--- src/rtl/core/jpeg_marker_length_scanner_macros.svh ---
// ----------------------------------------------------------------------------
// JPEG marker length scanner assertion macros
// Shared concurrent assertion forms, clocked on clk and disabled in reset.
// ----------------------------------------------------------------------------
`ifndef JPEG_MARKER_LENGTH_SCANNER_MACROS_SVH
`define JPEG_MARKER_LENGTH_SCANNER_MACROS_SVH

// The condition must hold in the same cycle as the trigger.
`define JMLS_ASSERT_SAME(name, pre, post, msg) \
    name: assert property (@(posedge clk) disable iff (!rst_n) (pre) |-> (post)) \
        else $error(msg);

// The condition must hold in the cycle after the trigger.
`define JMLS_ASSERT_NEXT(name, pre, post, msg) \
    name: assert property (@(posedge clk) disable iff (!rst_n) (pre) |=> (post)) \
        else $error(msg);

`endif

--- src/rtl/core/jmls_pkg.sv ---
// ----------------------------------------------------------------------------
// JPEG marker length scanner package
// Marker codes, status codes, scanner phases and register map constants.
// ----------------------------------------------------------------------------
`timescale 1ns / 1ps
`default_nettype none

package jmls_pkg;

    localparam logic [7:0]  MK_PREFIX = 8'hFF;
    localparam logic [7:0]  MK_SOI    = 8'hD8;
    localparam logic [7:0]  MK_EOI    = 8'hD9;
    localparam logic [7:0]  MK_SOS    = 8'hDA;
    localparam logic [7:0]  MK_RST_LO = 8'hD0;
    localparam logic [7:0]  MK_RST_HI = 8'hD7;
    localparam logic [7:0]  MK_STUFF  = 8'h00;

    localparam logic [31:0] BYTE_LIMIT_RESET = 32'd67108864;

    localparam int          APB_ADDR_W     = 3;
    localparam logic [0:0]  REG_BYTE_LIMIT = 1'b0;

    typedef enum logic [1:0] {
        STATUS_EOI    = 2'd0,
        STATUS_NOSOI  = 2'd1,
        STATUS_BADLEN = 2'd2,
        STATUS_LIMIT  = 2'd3
    } status_t;

    typedef enum logic [9:0] {
        PH_IDLE    = 10'b00_0000_0001,
        PH_SOI2    = 10'b00_0000_0010,
        PH_SCAN    = 10'b00_0000_0100,
        PH_MARK    = 10'b00_0000_1000,
        PH_LENHI   = 10'b00_0001_0000,
        PH_LENLO   = 10'b00_0010_0000,
        PH_SKIP    = 10'b00_0100_0000,
        PH_ENT     = 10'b00_1000_0000,
        PH_ENTMARK = 10'b01_0000_0000,
        PH_DONE    = 10'b10_0000_0000
    } phase_t;

endpackage

`default_nettype wire

--- src/rtl/core/jmls_byte_if.sv ---
// ----------------------------------------------------------------------------
// JPEG marker length scanner byte channel
// Carries one stream byte and its start flag per request.
// ----------------------------------------------------------------------------
`timescale 1ns / 1ps
`default_nettype none

interface jmls_byte_if;

    logic       valid;
    logic       ready;
    logic [7:0] data_byte;
    logic       start_req;

    modport source (output valid, output data_byte, output start_req, input ready);
    modport sink   (input valid, input data_byte, input start_req, output ready);

endinterface

`default_nettype wire

--- src/rtl/core/jmls_result_if.sv ---
// ----------------------------------------------------------------------------
// JPEG marker length scanner result channel
// Carries the scan status and the stream length per request.
// ----------------------------------------------------------------------------
`timescale 1ns / 1ps
`default_nettype none

interface jmls_result_if;

    logic              valid;
    logic              ready;
    jmls_pkg::status_t status;
    logic [31:0]       total_length;

    modport source (output valid, output status, output total_length, input ready);
    modport sink   (input valid, input status, input total_length, output ready);

endinterface

`default_nettype wire

--- src/rtl/core/jpeg_marker_length_scanner.sv ---
// ----------------------------------------------------------------------------
// JPEG marker length scanner
// Walks a JPEG byte stream and reports its length through the EOI marker.
// ----------------------------------------------------------------------------
// The stream channel takes one byte per request; start_req marks byte 0 of a
// new buffer and abandons any scan in progress. Bytes arriving while idle or
// after a scan has finished, without start_req, are dropped silently.
// Each scan produces at most one request on the report channel: the status
// and, for a found EOI, the byte count through the EOI marker.
// Throughput, set by the single phase register update, is one byte per cycle
// while the stream is not held off. Each report is registered in the output
// register; a second register behind it absorbs one further report while the
// receiver stalls, and the stream channel is held off only while it is full.
// The byte limit register (APB address 0) bounds the bytes scanned per buffer.
// Reset (rst_n low, asynchronous) returns the scanner to idle, empties both
// report registers and sets the byte limit to 64 MiB.
// ----------------------------------------------------------------------------
`timescale 1ns / 1ps
`default_nettype none

`include "jpeg_marker_length_scanner_macros.svh"

module jpeg_marker_length_scanner (
    input  wire logic                            clk,
    input  wire logic                            rst_n,
    input  wire logic                            psel,
    input  wire logic                            penable,
    input  wire logic                            pwrite,
    input  wire logic [jmls_pkg::APB_ADDR_W-1:0] paddr,
    input  wire logic [31:0]                     pwdata,
    output logic      [31:0]                     prdata,
    output logic                                 pready,
    jmls_byte_if.sink                            stream,
    jmls_result_if.source                        report
);

    import jmls_pkg::*;

    logic [31:0] byte_limit_reg;
    phase_t      phase_reg,       phase_next;
    logic [31:0] byte_pos_reg,    byte_pos_next;
    logic [15:0] skip_reg,        skip_next;
    logic [7:0]  length_high_reg, length_high_next;
    logic [7:0]  marker_reg,      marker_next;
    logic        in_entropy_reg,  in_entropy_next;

    logic        out_valid_reg;
    status_t     out_status_reg;
    logic [31:0] out_length_reg;
    logic        skid_valid_reg;
    status_t     skid_status_reg;
    logic [31:0] skid_length_reg;

    logic        accept;
    logic        cfg_write;
    logic [31:0] pos_inc;
    logic [15:0] seg_len;
    logic        is_rst;
    logic        check_limit;
    logic        res_valid;
    status_t     res_status;
    logic [31:0] res_length;
    logic        out_taken;
    logic        report_stall;
    logic        out_failed;

    assign pready    = 1'b1;
    assign cfg_write = psel && penable && pwrite;
    assign prdata    = (paddr[APB_ADDR_W-1] == REG_BYTE_LIMIT) ? byte_limit_reg : 32'd0;

    assign stream.ready = !skid_valid_reg;
    assign accept       = stream.valid && !skid_valid_reg;

    assign pos_inc = byte_pos_reg + 32'd1;
    assign seg_len = {length_high_reg, stream.data_byte};
    assign is_rst  = (stream.data_byte >= MK_RST_LO) && (stream.data_byte <= MK_RST_HI);

    always_comb
    begin
        phase_next       = phase_reg;
        byte_pos_next    = byte_pos_reg;
        skip_next        = skip_reg;
        length_high_next = length_high_reg;
        marker_next      = marker_reg;
        in_entropy_next  = in_entropy_reg;
        check_limit      = 1'b0;
        res_valid        = 1'b0;
        res_status       = STATUS_EOI;
        res_length       = 32'd0;

        if (accept)
        begin
            if (stream.start_req)
            begin
                byte_pos_next    = 32'd1;
                skip_next        = 16'd0;
                length_high_next = 8'd0;
                marker_next      = 8'd0;
                in_entropy_next  = 1'b0;
                if (stream.data_byte != MK_PREFIX)
                begin
                    res_valid  = 1'b1;
                    res_status = STATUS_NOSOI;
                end
                else
                begin
                    phase_next = PH_SOI2;
                    if (byte_limit_reg <= 32'd1)
                    begin
                        res_valid  = 1'b1;
                        res_status = STATUS_LIMIT;
                    end
                end
            end
            else if ((phase_reg != PH_IDLE) && (phase_reg != PH_DONE))
            begin
                byte_pos_next = pos_inc;
                check_limit   = 1'b1;
                case (phase_reg)
                    PH_SOI2:
                    begin
                        if (stream.data_byte != MK_SOI)
                        begin
                            res_valid   = 1'b1;
                            res_status  = STATUS_NOSOI;
                            check_limit = 1'b0;
                        end
                        else
                        begin
                            phase_next = PH_SCAN;
                        end
                    end
                    PH_SCAN:
                    begin
                        if (stream.data_byte == MK_PREFIX)
                        begin
                            phase_next = PH_MARK;
                        end
                    end
                    PH_MARK:
                    begin
                        if (stream.data_byte == MK_PREFIX)
                        begin
                            phase_next = PH_MARK;
                        end
                        else if (stream.data_byte == MK_EOI)
                        begin
                            res_valid   = 1'b1;
                            res_status  = STATUS_EOI;
                            res_length  = pos_inc;
                            check_limit = 1'b0;
                        end
                        else if ((stream.data_byte == MK_SOI) || is_rst)
                        begin
                            phase_next = PH_SCAN;
                        end
                        else
                        begin
                            marker_next = stream.data_byte;
                            phase_next  = PH_LENHI;
                        end
                    end
                    PH_LENHI:
                    begin
                        length_high_next = stream.data_byte;
                        phase_next       = PH_LENLO;
                    end
                    PH_LENLO:
                    begin
                        if (seg_len < 16'd2)
                        begin
                            res_valid   = 1'b1;
                            res_status  = STATUS_BADLEN;
                            check_limit = 1'b0;
                        end
                        else
                        begin
                            if (marker_reg == MK_SOS)
                            begin
                                in_entropy_next = 1'b1;
                            end
                            skip_next = seg_len - 16'd2;
                            if (seg_len == 16'd2)
                            begin
                                phase_next = in_entropy_next ? PH_ENT : PH_SCAN;
                            end
                            else
                            begin
                                phase_next = PH_SKIP;
                            end
                        end
                    end
                    PH_SKIP:
                    begin
                        skip_next = skip_reg - 16'd1;
                        if (skip_reg == 16'd1)
                        begin
                            phase_next = in_entropy_reg ? PH_ENT : PH_SCAN;
                        end
                    end
                    PH_ENT:
                    begin
                        if (stream.data_byte == MK_PREFIX)
                        begin
                            phase_next = PH_ENTMARK;
                        end
                    end
                    PH_ENTMARK:
                    begin
                        if (stream.data_byte == MK_EOI)
                        begin
                            res_valid   = 1'b1;
                            res_status  = STATUS_EOI;
                            res_length  = pos_inc;
                            check_limit = 1'b0;
                        end
                        else if (stream.data_byte == MK_PREFIX)
                        begin
                            phase_next = PH_ENTMARK;
                        end
                        else if ((stream.data_byte == MK_STUFF) || is_rst)
                        begin
                            phase_next = PH_ENT;
                        end
                        else
                        begin
                            marker_next = stream.data_byte;
                            phase_next  = PH_LENHI;
                        end
                    end
                    default:
                    begin
                        check_limit = 1'b0;
                    end
                endcase
                if (check_limit && (pos_inc >= byte_limit_reg))
                begin
                    res_valid  = 1'b1;
                    res_status = STATUS_LIMIT;
                end
            end
            if (res_valid)
            begin
                phase_next = PH_DONE;
            end
        end
    end

    assign out_taken = !out_valid_reg || report.ready;

    always_ff @(posedge clk or negedge rst_n)
    begin
        if (!rst_n)
        begin
            byte_limit_reg  <= BYTE_LIMIT_RESET;
            phase_reg       <= PH_IDLE;
            byte_pos_reg    <= 32'd0;
            skip_reg        <= 16'd0;
            length_high_reg <= 8'd0;
            marker_reg      <= 8'd0;
            in_entropy_reg  <= 1'b0;
            out_valid_reg   <= 1'b0;
            skid_valid_reg  <= 1'b0;
        end
        else
        begin
            if (cfg_write && (paddr[APB_ADDR_W-1] == REG_BYTE_LIMIT))
            begin
                byte_limit_reg <= pwdata;
            end
            phase_reg       <= phase_next;
            byte_pos_reg    <= byte_pos_next;
            skip_reg        <= skip_next;
            length_high_reg <= length_high_next;
            marker_reg      <= marker_next;
            in_entropy_reg  <= in_entropy_next;
            if (out_taken)
            begin
                out_valid_reg  <= skid_valid_reg || res_valid;
                skid_valid_reg <= 1'b0;
            end
            else if (res_valid)
            begin
                skid_valid_reg <= 1'b1;
            end
        end
    end

    always_ff @(posedge clk)
    begin
        if (out_taken)
        begin
            if (skid_valid_reg)
            begin
                out_status_reg <= skid_status_reg;
                out_length_reg <= skid_length_reg;
            end
            else
            begin
                out_status_reg <= res_status;
                out_length_reg <= res_length;
            end
        end
        else if (res_valid)
        begin
            skid_status_reg <= res_status;
            skid_length_reg <= res_length;
        end
    end

    assign report.valid        = out_valid_reg;
    assign report.status       = out_status_reg;
    assign report.total_length = out_length_reg;

    assign report_stall = out_valid_reg && !report.ready;
    assign out_failed   = out_valid_reg && (out_status_reg != STATUS_EOI);

    `JMLS_ASSERT_SAME(a_skid_behind_out, skid_valid_reg, out_valid_reg, "skid full, output empty")
    `JMLS_ASSERT_NEXT(a_skid_fill, res_valid && report_stall, skid_valid_reg, "report lost")
    `JMLS_ASSERT_NEXT(a_result_ends_scan, res_valid, phase_reg == PH_DONE, "scan not ended")
    `JMLS_ASSERT_SAME(a_fail_length_zero, out_failed, out_length_reg == 32'd0, "length on failure")

endmodule

`default_nettype wire

--- src/flat_wrapper.sv ---
// flat-port wrapper written by rule: the top's interface ports become plain ports
module jpeg_marker_length_scanner_flat import jmls_pkg::*;
  (clk, rst_n, psel, penable, pwrite, paddr, pwdata, prdata, pready, stream_valid, stream_data_byte, stream_start_req, stream_ready, report_valid, report_status, report_total_length, report_ready);
  jmls_byte_if stream_i ();
  jmls_result_if report_i ();
  input  wire logic clk;
  input  wire logic rst_n;
  input  wire logic psel;
  input  wire logic penable;
  input  wire logic pwrite;
  input  wire logic [jmls_pkg::APB_ADDR_W-1:0] paddr;
  input  wire logic [31:0] pwdata;
  output logic      [31:0] prdata;
  output logic pready;
  input wire logic [$bits(stream_i.valid)-1:0] stream_valid;
  input wire logic [$bits(stream_i.data_byte)-1:0] stream_data_byte;
  input wire logic [$bits(stream_i.start_req)-1:0] stream_start_req;
  output wire logic [$bits(stream_i.ready)-1:0] stream_ready;
  output wire logic [$bits(report_i.valid)-1:0] report_valid;
  output wire logic [$bits(report_i.status)-1:0] report_status;
  output wire logic [$bits(report_i.total_length)-1:0] report_total_length;
  input wire logic [$bits(report_i.ready)-1:0] report_ready;
  assign stream_i.valid = stream_valid;
  assign stream_i.data_byte = stream_data_byte;
  assign stream_i.start_req = stream_start_req;
  assign stream_ready = stream_i.ready;
  assign report_valid = report_i.valid;
  assign report_status = report_i.status;
  assign report_total_length = report_i.total_length;
  assign report_i.ready = report_ready;
  jpeg_marker_length_scanner u_core (.clk(clk), .rst_n(rst_n), .psel(psel), .penable(penable), .pwrite(pwrite), .paddr(paddr), .pwdata(pwdata), .prdata(prdata), .pready(pready), .stream(stream_i), .report(report_i));
endmodule
--- config.mk ---
export PLATFORM = sky130hd
export DESIGN_NAME = jpeg_marker_length_scanner_flat
export DESIGN_NICKNAME = d
export VERILOG_FILES = /design/src/rtl/core/jmls_pkg.sv /design/src/rtl/core/jmls_byte_if.sv /design/src/rtl/core/jmls_result_if.sv /design/src/rtl/core/jpeg_marker_length_scanner.sv /design/src/flat_wrapper.sv
export VERILOG_INCLUDE_DIRS = /design/src /design/src/rtl/core
export SDC_FILE = /design/constraint.sdc
export NUM_CORES = 1
export LEC_CHECK = 0
export ABC_CLOCK_PERIOD_IN_PS = 5500
export BUFFER_PORTS_ARGS = -buffer_cell sky130_fd_sc_hd__buf_2
export CAP_MARGIN = 30
export CORE_MARGIN = 2
export CORE_UTILIZATION = 50
export CTS_BUF_LIST = sky130_fd_sc_hd__clkbuf_16
export CTS_CLUSTER_SIZE = 28
export DETAILED_ROUTE_END_ITERATION = 7
export PLACE_DENSITY_LB_ADDON = 0.2
export SLEW_MARGIN = 20
export SYNTH_ARGS = -nofsm -noshare
export SYNTH_HDL_FRONTEND = slang
export SYNTH_SLANG_ARGS = --single-unit
--- constraint.sdc ---
create_clock -name clk -period 5.5 [get_ports clk]
set_input_delay 0.55 -clock clk [delete_from_list [all_inputs] [get_ports clk]]
set_output_delay 0.55 -clock clk [all_outputs]
set_load 0.01 [all_outputs]
==> metrics.csv <==
metric,value,unit
synthCells,956,
p_per_area,363,nW/um^2
row_count,50,
nNetsFinal,1150,
synthXorXnorAreaFrac,4.00,%
die_h,143,um
antenna_found_initial,0,
synthSimpleGateAreaFrac,17.8,%
use_met3,4.59,%
synthFlopType,dfrtp_1,
max_slew_margin,41.7,%
whs,0.0849,ns
routed_wl,22400,um
grt_pass1_wl,36300,um
post_drt_wl_per_cell,16.8,um
syn_area,9640,sq um
grt_start_max_net_pins,69,
grt.met1_usage,37.0,%
io_buffers,116,
setup-tns-final,0,ns
cts_buffers,17,
grt_usage,22.8,%
regArea,4770,sq um
status,completed,
path_class,flip-flop to flip-flop,
dieArea,20400,sq um
cts_resized,0,
rsz0062_at_grt,false,
placedInstanceArea,10400,sq um
overflow,0,
start_util,51.2,%
slew_viol_final,0,
fin_worst_skew,0.00924,ns
core,18800,sq um
die_w,143,um
n_antenna_cell,0,
r2r_end,u_core.skid_length_reg[31]$_DFFE_PP_,
r2r_slack,0.64,ns
p_leak,5.26,nW
crit_required,5.58,ns
syn_nets,1044,
fmax,0.206,GHz
busiest_layer,met1,
cp-end-kind,flip-flop,
synthAdderAreaFrac,4.80,%
vias,7436,
clk_latency,0.44,ns
maxCapViolCount,0,
worstHoldPathType,primary input to async pin,
cts_tree,built,
clk_path_buf_depth,2,
drc,0,
finalCritPeriodShare,88.4,%
worstPathArrival,4.95,ns
synth_compound_area_share,13.0,%
hold_viol,0,
r2r_start,u_core.byte_pos_reg[0]$_DFFE_PN0P_,
fin_area,11100,sq um
synth-edff-count,68,
cts_sinks,177,
post_synth_mux_area_share,5.97,%
dr.pass1.iters,6,
syn_area_per_cell,10.1,sq um
dp_hpwl,16200,um
gp_congestion,0.944,
synthArstFlopShare,61.6,%
post_cts_buffers,0,
multi_input_area,4400,sq um
total_power,4.03,mW
ctsHoldBuffers,0,
gr-usage-met2,30.7,%
ant_nets,0,
fin_util,59.0,%
synthToLayoutAreaGrowth,15.3,%
synth_top_family_by_area,simple AND/OR/NAND/NOR gates,
drt_first_iter_violations,492,
ys_warn_count,0,
grt_pass1_vias,6815,
clk_pin_slew,0.07,ns
drive_gt1_share,21.0,%
period_needed,4.86,ns
startpoint_type,flip-flop,
r2r_cells,17,
yosysUniqueCellTypes,69,
irDropWorstVdd,0.000247,V
fill_cells,1578,
cts_max_level,4,
worstMarginPinSlew,0.875,ns
crit_fanout,34,
ioPinCount,120,
vias_per_cell,5.57,
synth_seq_cells,177,
ys_seq_area_share,49.5,%
setup_violations,0,
clk_root_buffer_cell,clkbuf_16,
==> how the worst max path moves through the flow <==
stage                                         from                              endpoint  slack [ns]  cells past startpoint
3_3_place_gp    u_core.byte_pos_reg[0]$_DFFE_PN0P_  u_core.skid_length_reg[28]$_DFFE_PP_        0.68                     17
4_1_cts         u_core.byte_pos_reg[0]$_DFFE_PN0P_  u_core.skid_length_reg[30]$_DFFE_PP_        0.51                     17
3_5_place_dp    u_core.byte_pos_reg[0]$_DFFE_PN0P_  u_core.skid_length_reg[30]$_DFFE_PP_        0.56                     17
5_1_grt         u_core.byte_pos_reg[0]$_DFFE_PN0P_  u_core.skid_length_reg[31]$_DFFE_PP_        0.12                     17
2_1_floorplan  u_core.byte_pos_reg[14]$_DFFE_PN0P_   u_core.skid_length_reg[0]$_DFFE_PP_        0.11                     17
6_report        u_core.byte_pos_reg[0]$_DFFE_PN0P_  u_core.skid_length_reg[31]$_DFFE_PP_        0.64                     17
==> cell usage after synthesis, types with 15 or more instances <==
cell	number	area share (%)
a21oi_1	22	1.1
xnor2_1	31	2.8
edfxtp_1	68	21
or3_1	16	1.0
a21o_1	35	2.7
dfrtp_1	107	28
nand4_1	18	1.2
nand3_1	28	1.5
ha_1	37	4.8
inv_1	76	3.0
mux2_2	48	5.6
nand2_1	67	2.6
o21ai_0	69	3.6
nor2_1	94	3.7
nor3_1	28	1.5
nor4_1	18	1.2
and3_1	15	0.97
clkbuf_1	29	1.1
==> worst max-delay path, cell delays in order (launching register included) <==
cell,delay (ns)
dfrtp_1,0.47
ha_1,0.28
nand4_1,0.15
nor2_1,0.20
nand3_1,0.19
nor2_2,0.33
nand3_1,0.17
xor2_1,0.26
inv_1,0.08
ha_1,0.31
nand4_1,0.13
nor4_1,0.42
and4_1,0.25
o41ai_1,0.07
a31o_2,0.31
a211o_1,0.36
nor2_2,0.10
buf_4,0.40
==> area by class of cell <==
class	instances	area share [%]
Multi-Input combinational cell	661	39.6
Clock inverter	15	1.81
Tap cell	260	2.93
Clock buffer	17	3.83
Inverter	76	2.57
Timing Repair Buffer	129	6.31
Sequential cell	177	42.9
==> where the power goes <==
| group | leakage (nW) | total (mW) | internal, mW | switching, mW |
|---|---|---|---|---|
| Clock | 0.311 | 1.30 | 0.734 | 0.562 |
| Combinational | 2.80 | 0.981 | 0.402 | 0.579 |
| Sequential | 2.15 | 1.75 | 1.58 | 0.169 |
==> kinds of logic (layout without fill, tap and decap cells) <==
kind of cell / after synthesis / in the layout
compound gates: 190 / 190
xor+xnor: 44 / 44
buf+inv: 118 / 237
simple gates: 338 / 338
other cells: 1 / 1
fa+ha+maj: 37 / 37
mux: 51 / 51
flops: 177 / 177
==> layer usage <==
metal	vias to the layer above	share of wire (%)
met5	-	0
met4	0	0.97
met3	14	6.5
met2	262	40
met1	3518	52
li1	3642	-
==> through the flow <==
| step | std cells | setup WS (ns) |
|---|---|---|
| after floorplan | 956 | 0.114 |
| after global placement | 1300 | 0.681 |
| after detailed placement | 1301 | 0.562 |
| after CTS | 1333 | 0.510 |
| after global routing | 1335 | 0.124 |
| final | 1335 | 0.636 |
==> layout by cell type (no fill, tap or decap), types with 4 or more instances in the layout <==
cell type and instances:
or2_2 4, xor2_1 13, o22ai_1 7, nand2_1 67, dfrtp_1 107, ha_1 37, nor4_1 18, a21o_1 35
mux2_2 48, or3_1 16, nor2b_1 9, nand4_1 18, a21oi_1 22, and4_1 6, xnor2_1 31, and2_1 9
nand3_1 28, nor3_1 28, o31ai_1 11, a22o_1 9, buf_4 13, nor2_1 92, a32o_1 5, inv_8 5
buf_2 115, or4_1 4, inv_1 77, clkbuf_16 17, o21ai_0 69, and3_1 15, edfxtp_1 68
Power figures use the tool's default switching activity.
